File: src/rtl/assert_macros.svh
// assertion macros shared by the deframer rtl
`ifndef ASSERT_MACROS_SVH
`define ASSERT_MACROS_SVH

// clocked assertion, disabled while reset is high
`define SWFD_ASSERT(label, prop, msg) \
   label: assert property (@(posedge clock) disable iff (reset) (prop)) else $error(msg);

// implication checked at the same edge
`define SWFD_ASSERT_IMPL(label, pre, post, msg) \
   label: assert property (@(posedge clock) disable iff (reset) (pre) |-> (post)) \
      else $error(msg);

// implication checked at the next edge
`define SWFD_ASSERT_NEXT(label, pre, post, msg) \
   label: assert property (@(posedge clock) disable iff (reset) (pre) |=> (post)) \
      else $error(msg);

`endif

File: src/rtl/swfd_pkg.sv
// shared types and constants of the sync word frame deframer
package swfd_pkg;

   localparam int unsigned BYTE_W  = 8;
   localparam int unsigned WORD_W  = 16;
   localparam int unsigned PHASE_W = 2;
   localparam int unsigned HDR_W   = 2;
   localparam int unsigned CSR_IDX_W = 2;

   localparam logic [PHASE_W-1:0] PH_SYNC0   = 2'd0;
   localparam logic [PHASE_W-1:0] PH_SYNC1   = 2'd1;
   localparam logic [PHASE_W-1:0] PH_HEADER  = 2'd2;
   localparam logic [PHASE_W-1:0] PH_PAYLOAD = 2'd3;

   localparam logic [HDR_W-1:0] HDR_CHAN_LO = 2'd0;
   localparam logic [HDR_W-1:0] HDR_CHAN_HI = 2'd1;
   localparam logic [HDR_W-1:0] HDR_LEN_LO  = 2'd2;
   localparam logic [HDR_W-1:0] HDR_LEN_HI  = 2'd3;

   localparam logic [CSR_IDX_W-1:0] CSR_SYNC_FIRST  = 2'd0;
   localparam logic [CSR_IDX_W-1:0] CSR_SYNC_SECOND = 2'd1;
   localparam logic [CSR_IDX_W-1:0] CSR_MAX_PAYLOAD = 2'd2;

   localparam logic [BYTE_W-1:0] SYNC_FIRST_RST  = 8'h5A;
   localparam logic [BYTE_W-1:0] SYNC_SECOND_RST = 8'hA5;
   localparam logic [WORD_W-1:0] MAX_PAYLOAD_RST = 16'd1024;

   localparam logic KIND_PAYLOAD = 1'b0;
   localparam logic KIND_EMPTY   = 1'b1;

   typedef struct packed {
      logic [BYTE_W-1:0] sync_first;
      logic [BYTE_W-1:0] sync_second;
      logic [WORD_W-1:0] max_payload;
   } cfg_type;

   typedef struct packed {
      logic              kind;
      logic [WORD_W-1:0] channel;
      logic [BYTE_W-1:0] payload_byte;
      logic              frame_last;
   } result_type;

endpackage

File: src/rtl/swfd_parser.sv
// sync hunt, header gather and payload count for one byte per cycle while byte_valid is high
`include "assert_macros.svh"

module swfd_parser (
   input  logic                         clock,
   input  logic                         reset,
   input  swfd_pkg::cfg_type            cfg,
   input  logic                         byte_valid,
   input  logic [swfd_pkg::BYTE_W-1:0]  byte_data,
   output logic                         res_valid,
   output swfd_pkg::result_type         res
);

   logic [swfd_pkg::PHASE_W-1:0] phase_ff, phase_in;
   logic [swfd_pkg::HDR_W-1:0]   hdr_idx_ff, hdr_idx_in;
   logic [swfd_pkg::WORD_W-1:0]  chan_ff, chan_in;
   logic [swfd_pkg::WORD_W-1:0]  len_ff, len_in;
   logic [swfd_pkg::WORD_W-1:0]  count_ff, count_in;
   logic [swfd_pkg::WORD_W-1:0]  len_full;
   logic [swfd_pkg::WORD_W:0]    count_next;
   logic                         count_last;

   assign len_full   = {byte_data, len_ff[swfd_pkg::BYTE_W-1:0]};
   assign count_next = {1'b0, count_ff} + {{swfd_pkg::WORD_W{1'b0}}, 1'b1};
   assign count_last = count_next >= {1'b0, len_ff};

   always_comb begin
      phase_in   = phase_ff;
      hdr_idx_in = hdr_idx_ff;
      chan_in    = chan_ff;
      len_in     = len_ff;
      count_in   = count_ff;
      res_valid  = 1'b0;
      res.kind         = swfd_pkg::KIND_PAYLOAD;
      res.channel      = chan_ff;
      res.payload_byte = byte_data;
      res.frame_last   = 1'b0;
      if (byte_valid) begin
         unique case (phase_ff)
            swfd_pkg::PH_SYNC0: begin
               if (byte_data == cfg.sync_first) begin
                  phase_in = swfd_pkg::PH_SYNC1;
               end
            end
            swfd_pkg::PH_SYNC1: begin
               if (byte_data == cfg.sync_second) begin
                  hdr_idx_in = swfd_pkg::HDR_CHAN_LO;
                  phase_in   = swfd_pkg::PH_HEADER;
               end else if (byte_data != cfg.sync_first) begin
                  phase_in = swfd_pkg::PH_SYNC0;
               end
            end
            swfd_pkg::PH_HEADER: begin
               hdr_idx_in = hdr_idx_ff + 2'd1;
               case (hdr_idx_ff)
                  swfd_pkg::HDR_CHAN_LO: begin
                     chan_in = {chan_ff[swfd_pkg::WORD_W-1:swfd_pkg::BYTE_W], byte_data};
                  end
                  swfd_pkg::HDR_CHAN_HI: begin
                     chan_in = {byte_data, chan_ff[swfd_pkg::BYTE_W-1:0]};
                  end
                  swfd_pkg::HDR_LEN_LO: begin
                     len_in = {len_ff[swfd_pkg::WORD_W-1:swfd_pkg::BYTE_W], byte_data};
                  end
                  default: begin
                     len_in = len_full;
                     if (len_full == '0) begin
                        phase_in         = swfd_pkg::PH_SYNC0;
                        res_valid        = 1'b1;
                        res.kind         = swfd_pkg::KIND_EMPTY;
                        res.payload_byte = '0;
                        res.frame_last   = 1'b1;
                     end else if (len_full > cfg.max_payload) begin
                        phase_in = swfd_pkg::PH_SYNC0;
                     end else begin
                        count_in = '0;
                        phase_in = swfd_pkg::PH_PAYLOAD;
                     end
                  end
               endcase
            end
            swfd_pkg::PH_PAYLOAD: begin
               count_in       = count_next[swfd_pkg::WORD_W-1:0];
               res_valid      = 1'b1;
               res.frame_last = count_last;
               if (count_last) begin
                  phase_in = swfd_pkg::PH_SYNC0;
               end
            end
         endcase
      end
   end

   always_ff @(posedge clock) begin
      if (reset) begin
         phase_ff   <= swfd_pkg::PH_SYNC0;
         hdr_idx_ff <= '0;
         chan_ff    <= '0;
         len_ff     <= '0;
         count_ff   <= '0;
      end else begin
         phase_ff   <= phase_in;
         hdr_idx_ff <= hdr_idx_in;
         chan_ff    <= chan_in;
         len_ff     <= len_in;
         count_ff   <= count_in;
      end
   end

   `SWFD_ASSERT_NEXT(a_last_ends_frame, res_valid && res.frame_last,
      phase_ff == swfd_pkg::PH_SYNC0, "frame end did not return to sync hunt")
   `SWFD_ASSERT_IMPL(a_empty_is_last, res_valid && res.kind == swfd_pkg::KIND_EMPTY,
      res.frame_last && res.payload_byte == '0, "empty frame result malformed")
   `SWFD_ASSERT_IMPL(a_count_below_len, phase_ff == swfd_pkg::PH_PAYLOAD,
      count_ff < len_ff, "payload count reached length inside payload")

endmodule

File: src/rtl/swfd_out_stage.sv
// result register with valid/ready toward the consumer
`include "assert_macros.svh"

module swfd_out_stage (
   input  logic                  clock,
   input  logic                  reset,
   input  logic                  load,
   input  swfd_pkg::result_type  load_data,
   output logic                  space,
   output logic                  rsp_valid,
   input  logic                  rsp_ready,
   output swfd_pkg::result_type  rsp_data
);

   logic                 valid_ff, valid_in;
   swfd_pkg::result_type data_ff, data_in;

   assign space = !valid_ff || rsp_ready;

   always_comb begin
      valid_in = valid_ff && !rsp_ready;
      data_in  = data_ff;
      if (load) begin
         valid_in = 1'b1;
         data_in  = load_data;
      end
   end

   always_ff @(posedge clock) begin
      if (reset) begin
         valid_ff <= 1'b0;
      end else begin
         valid_ff <= valid_in;
      end
   end

   always_ff @(posedge clock) begin
      data_ff <= data_in;
   end

   assign rsp_valid = valid_ff;
   assign rsp_data  = data_ff;

   `SWFD_ASSERT(a_no_overwrite, !(load && valid_ff && !rsp_ready),
      "result loaded over a beat still waiting")
   `SWFD_ASSERT_NEXT(a_load_shows, load, valid_ff, "loaded result not presented")

endmodule

File: src/rtl/sync_word_frame_deframer_core.sv
// top level of the sync word frame deframer: csr bank, input register, parser, result register
// throughput: one byte per cycle while the result register has space or is drained;
// req_ready is high when the input register is empty or drains
// reset: synchronous, active high; clears the parser state and valid flags, and loads the
// sync bytes 0x5A/0xA5 and the payload limit 1024
module sync_word_frame_deframer_core (
   input  logic                            clock,
   input  logic                            reset,
   input  logic                            csr_we,
   input  logic [swfd_pkg::CSR_IDX_W-1:0]  csr_index,
   input  logic [swfd_pkg::WORD_W-1:0]     csr_wdata,
   input  logic                            req_valid,
   output logic                            req_ready,
   input  logic [swfd_pkg::BYTE_W-1:0]     req_rx_byte,
   output logic                            rsp_valid,
   input  logic                            rsp_ready,
   output logic                            rsp_kind,
   output logic [swfd_pkg::WORD_W-1:0]     rsp_channel,
   output logic [swfd_pkg::BYTE_W-1:0]     rsp_payload_byte,
   output logic                            rsp_frame_last
);

   swfd_pkg::cfg_type             cfg_ff, cfg_in;
   logic                          in_valid_ff, in_valid_in;
   logic [swfd_pkg::BYTE_W-1:0]   in_byte_ff, in_byte_in;
   logic                          out_space;
   logic                          in_fire;
   logic                          res_valid;
   swfd_pkg::result_type          res;
   swfd_pkg::result_type          rsp_data;

   always_comb begin
      cfg_in = cfg_ff;
      if (csr_we) begin
         unique case (csr_index)
            swfd_pkg::CSR_SYNC_FIRST:  cfg_in.sync_first  = csr_wdata[swfd_pkg::BYTE_W-1:0];
            swfd_pkg::CSR_SYNC_SECOND: cfg_in.sync_second = csr_wdata[swfd_pkg::BYTE_W-1:0];
            swfd_pkg::CSR_MAX_PAYLOAD: cfg_in.max_payload = csr_wdata;
            default: cfg_in = cfg_ff;
         endcase
      end
   end

   assign in_fire   = in_valid_ff && out_space;
   assign req_ready = !in_valid_ff || out_space;

   always_comb begin
      in_valid_in = in_valid_ff && !out_space;
      in_byte_in  = in_byte_ff;
      if (req_valid && req_ready) begin
         in_valid_in = 1'b1;
         in_byte_in  = req_rx_byte;
      end
   end

   always_ff @(posedge clock) begin
      if (reset) begin
         cfg_ff.sync_first  <= swfd_pkg::SYNC_FIRST_RST;
         cfg_ff.sync_second <= swfd_pkg::SYNC_SECOND_RST;
         cfg_ff.max_payload <= swfd_pkg::MAX_PAYLOAD_RST;
         in_valid_ff        <= 1'b0;
      end else begin
         cfg_ff      <= cfg_in;
         in_valid_ff <= in_valid_in;
      end
   end

   always_ff @(posedge clock) begin
      in_byte_ff <= in_byte_in;
   end

   swfd_parser u_parser (
      .clock      (clock),
      .reset      (reset),
      .cfg        (cfg_ff),
      .byte_valid (in_fire),
      .byte_data  (in_byte_ff),
      .res_valid  (res_valid),
      .res        (res)
   );

   swfd_out_stage u_out (
      .clock     (clock),
      .reset     (reset),
      .load      (res_valid),
      .load_data (res),
      .space     (out_space),
      .rsp_valid (rsp_valid),
      .rsp_ready (rsp_ready),
      .rsp_data  (rsp_data)
   );

   assign rsp_kind         = rsp_data.kind;
   assign rsp_channel      = rsp_data.channel;
   assign rsp_payload_byte = rsp_data.payload_byte;
   assign rsp_frame_last   = rsp_data.frame_last;

endmodule

File: config.mk
export PLATFORM = sky130hd
export DESIGN_NAME = sync_word_frame_deframer_core
export DESIGN_NICKNAME = d
export VERILOG_FILES = /design/src/rtl/swfd_pkg.sv /design/src/rtl/swfd_parser.sv /design/src/rtl/swfd_out_stage.sv /design/src/rtl/sync_word_frame_deframer_core.sv
export VERILOG_INCLUDE_DIRS = /design/src /design/src/rtl
export SDC_FILE = /design/constraint.sdc
export NUM_CORES = 1
export LEC_CHECK = 0
export BUFFER_PORTS_ARGS = -buffer_cell sky130_fd_sc_hd__buf_4
export CAP_MARGIN = 5
export CORE_UTILIZATION = 55
export CTS_CLUSTER_DIAMETER = 50
export CTS_CLUSTER_SIZE = 30
export DETAILED_ROUTE_END_ITERATION = 8
export GPL_ROUTABILITY_DRIVEN = 0
export PLACE_DENSITY = 0.86
export SYNTH_ARGS = -nofsm -noshare
export SYNTH_HDL_FRONTEND = slang
export SYNTH_SLANG_ARGS = --single-unit
export TNS_END_PERCENT = 100
File: constraint.sdc
create_clock -name clock -period 2.87 [get_ports clock]
set_input_delay 0.287 -clock clock [delete_from_list [all_inputs] [get_ports clock]]
set_output_delay 0.287 -clock clock [all_outputs]
set_load 0.02 [all_outputs]
==> Word level (Yosys, flattened, before mapping) <==
Index checks and enable logic that the tools add are counted.
{ "totals": {"regBits": 120, "in_bits": 31, "elab_cells": 98} }
{ "op_classes": {"add_sub_neg": 2, "magnitude_cmp": 2, "eq_ne": 17, "n_mux": 27, "bitwise": 4, "n_reduce_logical": 29} }
{ "op_table": {"columns": ["op", "count"], "rows": [
  ["$pmux 16 s2", 3],
  ["$mux 16", 3],
  ["$mux 9", 3],
  ["$add 16x1->17 const B", 1],
  ["$ge 17x16->1", 1],
  ["$eq 8x8->1", 2],
  ["$gt 16x16->1", 1],
  ["$logic_not 16->1", 1],
  ["$mux 2", 8],
  ["$reduce_and 4->1", 4],
  ["$reduce_and 5->1", 2],
  ["$eq 2x2->1 const B", 4],
  ["$mux 8", 1],
  ["$ne 8x8->1", 1],
  ["$pmux 2 s4", 1],
  ["$reduce_and 2->1", 4],
  ["$eq 2x1->1 const B", 3],
  ["$logic_not 2->1", 3],
  ["$ne 2x1->1 const B", 3],
  ["$ne 2x2->1 const B", 3],
  ["$mux 1", 5],
  ["$logic_and 1x1->1", 4],
  ["$logic_not 1->1", 4],
  ["$not 1->1", 4],
  ["9 further kinds", 12]
]} }

==> Logic depth before layout (Yosys ltp) <==
{ "depth": {"depth_word": 6, "depth_mapped": 14, "depth_no_buf": 14} }

==> By module <==
Synthesis repeated with hierarchy kept, for this count alone.
{ "hier_totals": {"cells_unflattened": 652, "area_unflattened_um2": 6173.4} }
{ "by_module_without_submodules": {"columns": ["mod", "instances", "cells_each", "area_per_inst_um2", "seq_area_each_um2"], "rows": [
  ["swfd_parser", 1, 473, 3689.8, 1041.0],
  ["sync_word_frame_deframer_core", 1, 149, 1656.6, 900.9],
  ["swfd_out_stage", 1, 30, 827.0, 800.8]
]} }

==> Worst setup path before layout <==
No wires, ideal clock.
{ "synth_path": {"path_kind": "reg-to-reg", "from": "reg u_parser.count_ff[0] (netlist name)", "to": "reg u_out.data_ff, in the netlist u_out.rsp_data[0], data pin", "setup_time_ps": 268, "t_arrival_ps": 2313, "required_time_ps": 2602, "slack_ps": 289, "path_stages_with_launch": 12, "path_buffers": 0, "period_less_slack_ps": 2581, "path_cell_list": "dfxtp_1 -> ha_1 -> and3_1 -> and3_1 -> and3_1 -> xor2_1 -> ha_1 -> a21oi_1 -> o21ai_0 -> o41ai_1 -> and4_1 -> a21oi_1"} }
{ "synth_via": {"elab_chain_len": 3} }
{ "synth_lines": {"columns": ["element", "line_no", "rtl"], "rows": [
  ["from (decl)", "swfd_parser.sv:18", "logic [swfd_pkg::WORD_W-1:0] count_ff, count_in;"],
  ["from (signal assigned)", "swfd_parser.sv:106", "count_ff <= count_in;"],
  ["$add 16x1->17", "swfd_parser.sv:24", "assign count_next = {1'b0, count_ff} + {{swfd_pkg::WORD_W{1'b0}}, 1'b1};"],
  ["$ge 17x16->1", "swfd_parser.sv:25", "assign count_last = count_next >= {1'b0, len_ff};"],
  ["$pmux 1 s2", "swfd_parser.sv:39", "unique case (phase_ff)"],
  ["to (signal assigned)", "swfd_out_stage.sv:38", "data_ff <= data_in;"],
  ["to (decl)", "swfd_out_stage.sv:16", "swfd_pkg::result_type data_ff, data_in;"]
]} }
No other way between the ends.
A chain may end at the register's enable or synchronous reset.

==> Final worst setup path <==
{ "layout_path": {"from": "reg u_parser.count_ff[1] (netlist name)", "to": "reg u_parser.phase_ff[0] (netlist name)"} }
{ "layout_via": {"elab_chain_len": 4} }
{ "layout_lines": {"columns": ["element", "line_no", "rtl"], "rows": [
  ["$add 16x1->17", "swfd_parser.sv:24", null],
  ["$ge 17x16->1", "swfd_parser.sv:25", null],
  ["$ne 2x1->1 (no source line)", null, null],
  ["$reduce_and 5->1 (no source line)", null, null],
  ["to (signal assigned)", "swfd_parser.sv:96", "phase_ff <= swfd_pkg::PH_SYNC0;"],
  ["to (signal assigned)", "swfd_parser.sv:102", "phase_ff <= phase_in;"],
  ["to (decl)", "swfd_parser.sv:14", "logic [swfd_pkg::PHASE_W-1:0] phase_ff, phase_in;"]
]} }
No other way between the ends.

==> run_results.csv <==
group,metric,value,unit
layout,design_area,7144,um^2
global_routing,grt_usage,0.2726,
synth,synth_common_cells,"dfxtp_1, nand2_1, a21oi_1",
sta,timing.final.hold_violations,0,
synth,ys_seq_area_frac,0.4753,
clock_tree,clockBufferDepth,2,
detailed_routing,drtIter0Drc,401,
floorplan,rows,37,
synth,yosysTopAreaCell,"dfxtp_1",
sta,skew,0.01021,ns
pwr,p_per_area,568.8,nW/um^2
clock_tree,cts.sinks,120,
detailed_routing,viasPerCell,5.835,
sta,fmax,361.9,MHz
layout,diodes,0,
synth,synth_top_area_frac,0.2984,
pwr,p_leak,2.835,nW
layout,fin_cells,834,
placed_design,post_dp_cell_area,6301,um^2
sta,slew_viol_final,0,
layout,final_nets,755,
placed_design,dp_hpwl,9415,um
floorplan,dieHeight,104.4,um
detailed_routing,wl_per_cell,17.18,um
pwr,p_int,2.998,mW
layout,fin_util,0.6983,
pwr,pwr-share-seq,0.442,
setup_path,path_class,"flip-flop to flip-flop",
clock_tree,cts-root-buf,"clkbuf_8",
detailed_routing,firstDrtPassIters,7,
pwr,p_sw_frac,0.2623,
synth,syn_nets,686,
floorplan,die_x,104.4,um
pwr,p_clk_frac,0.493,
synth,synth_ff_type,"dfxtp_1",
layout,area_growth,23.81,%
synth,async_flop_share,0,
sta,fin_setup_tns,0,ns
placed_design,numPortBuffers,58,
clock_tree,cts_made_buffers,17,
layout,drive_gt1_frac,0.2120,
floorplan,design.die.area,10910,um^2
floorplan,initial_core_util,0.5640,
clock_tree,worstSkewPairLatency,0.53,ns
sta,finalSetupViolations,0,
synth,synth_area,5771,um^2
setup_path,critPathCaptureType,"flip-flop",
sta,post-route-min-period,2.763,ns
setup_path,cp_max_fo,4,
synth,synth_most_common_cell,"dfxtp_1",
setup_path,start_kind,"flip-flop",
synth,synth_warnings,0,
global_routing,grt_pass1_wl,23090,um
sta,slew_headroom,0.4948,
global_routing,grt_max_degree,68,
sta,worst_pin_slew,0.7577,ns
sta,period_share,0.9629,
global_routing,antenna_found_initial,0,
setup_path,cpPeakStageDelay,0.38,ns
detailed_routing,antenna_left,0,
synth,yosys-top-cells-area,"dfxtp_1, edfxtp_1, ha_1",
setup_path,crit_chain,"ha_4 -> and3_4 -> and3_4 -> and3_4 -> xor2_4 -> ha_4 -> buf_4 -> nand4_1 -> nor4_2 -> nand3_1 -> and4_4 -> a22oi_1 -> o21ai_0",
setup_path,cp_common_cell,"and3_4",
hold_path,hold_path.class,"input pin to flip-flop",
detailed_routing,num_vias,4866,
global_routing,grt_pass1_vias,4835,
synth,synth_edf_count,34,
synth,synthCells,616,
setup_path,slowest_stage,"dfxtp_2",
setup_path,arrival,3.15,ns
placed_design,dpl.cell_count,782,
synth,ys_ff_latch,120,
clock_tree,cts.htree.levels,4,
pwr,combinationalPowerShare,0.066,
synth,syn_avg_cell_area,9.368,um^2
clock_tree,cts_tree,"built",
detailed_routing,finalWirelength,14330,um
clock_tree,cts.clk_slew.worst_paths,0.07,ns
global_routing,overflow,0,
setup_path,cp.required,3.26,ns
floorplan,boundaryPins,59,
pwr,power_switching,1.066,mW
synth,synth_cell_types,53,
pwr,ir_drop,0.4002,mV
flow_run,drv_cap,0,
outcome,outcome,"finished, final reports clean",
detailed_routing,drc,0,
floorplan,design.core.area,10230,um^2
cell type report:
cell class              count  area (um^2)
flip-flops and latches    120         2755
multi-input cells         416         2794
well taps                 136        170.2
repair buffers             92        718.2
fillers                   693         3087
clock buffers              17        414.1
clock inverters            15        150.1
inverters                  38        142.6
what timing repair did:
item	CTS	global route
hold endpoints to repair	11	0
setup buffers	4	5
hold buffers	11	0
gates resized for setup	15	11
pin swaps	4	7
setup endpoints to repair	2	3
per-layer routing:
layer	up-vias	track usage	share of wire
met3	61	0.06642	0.075
met2	233	0.4584	0.50
met1	2302	0.3112	0.38
met4	0	0.1684	0.045
met5	-	0	0
li1	2270	-	-
per-stage QoR:
stage / total power [mW] / hold slack, ns / setup slack (ns)
floorplan: 1.979 / 0.3859 / 0.2891
global placement: 2.058 / 0.4152 / 0.1792
detailed placement: 2.072 / 0.4214 / 0.04487
CTS: 4.055 / 0.002705 / 0.03929
global route: 4.172 / 0.009112 / -0.005284
finish: 4.064 / 0.003465 / 0.1066
power by group through the flow:
stage | registers (mW) | clock network [mW] | logic, mW
after floorplan | 1.81 | 0 | 0.165
after global placement | 1.83 | 0 | 0.228
after CTS | 1.79 | 2.00 | 0.259
after detailed placement | 1.83 | 0 | 0.241
final | 1.80 | 2.00 | 0.266
after global routing | 1.80 | 2.09 | 0.284
cells in the final DEF, fill, tap and decap left out, types with 5 or more instances in the layout:
| master | count |
|---|---|
| nor3b_1 | 17 |
| inv_8 | 6 |
| dlygate4sd3_1 | 11 |
| xnor2_1 | 16 |
| nand3_1 | 37 |
| mux2i_1 | 16 |
| edfxtp_1 | 34 |
| a22o_1 | 10 |
| nand4_1 | 8 |
| ha_1 | 37 |
| dfxtp_1 | 78 |
| xor2_1 | 14 |
| a21oi_1 | 67 |
| nor4_1 | 5 |
| buf_4 | 81 |
| nand2_1 | 77 |
| o21ai_0 | 9 |
| inv_1 | 38 |
| dfxtp_2 | 7 |
| clkbuf_16 | 16 |
| nor2_1 | 43 |
flip-flops by register name, indices dropped and copies added (netlist names):
name                 flops
cfg_ff                  32
u_out.rsp_data          26
u_parser.chan_ff        16
u_parser.count_ff       16
u_parser.len_ff         16
in_byte_ff               8
u_parser.hdr_idx_ff      2
u_parser.phase_ff        2
in_valid_ff              1
u_out.rsp_valid          1
worst max-delay path, delay by kind of cell (launching register included):
| kind | cells | cell delay (ns) |
|---|---|---|
| flops | 1 | 0.38 |
| fa+ha+maj | 2 | 0.44 |
| compound gates | 2 | 0.25 |
| simple gates | 7 | 1.37 |
| buf+inv | 1 | 0.09 |
| xor+xnor | 1 | 0.08 |
final timing paths:
path	startpoint	endpoint	slack [ns]	cells past startpoint
min reg2reg	u_parser.chan_ff[13]	u_out.rsp_data[22]	0.43	0
max reg2reg	u_parser.count_ff[1]	u_parser.phase_ff[0]	0.11	13
min	csr_wdata[12]	cfg_ff[12]	0.003	3
max	u_parser.count_ff[1]	u_parser.phase_ff[0]	0.11	13
cells by family after synthesis:
kind of cell / Yosys count / synth area share
XOR/XNOR: 31 / 0.04705
flip-flops: 120 / 0.4753
AND/OR/NAND/NOR: 218 / 0.1906
multiplexers: 16 / 0.02775
adder cells (fa/ha/maj): 39 / 0.08456
buffers and inverters: 80 / 0.05594
AO/OA/AOI/OAI: 112 / 0.1188
(Power assumes the default switching activity.)
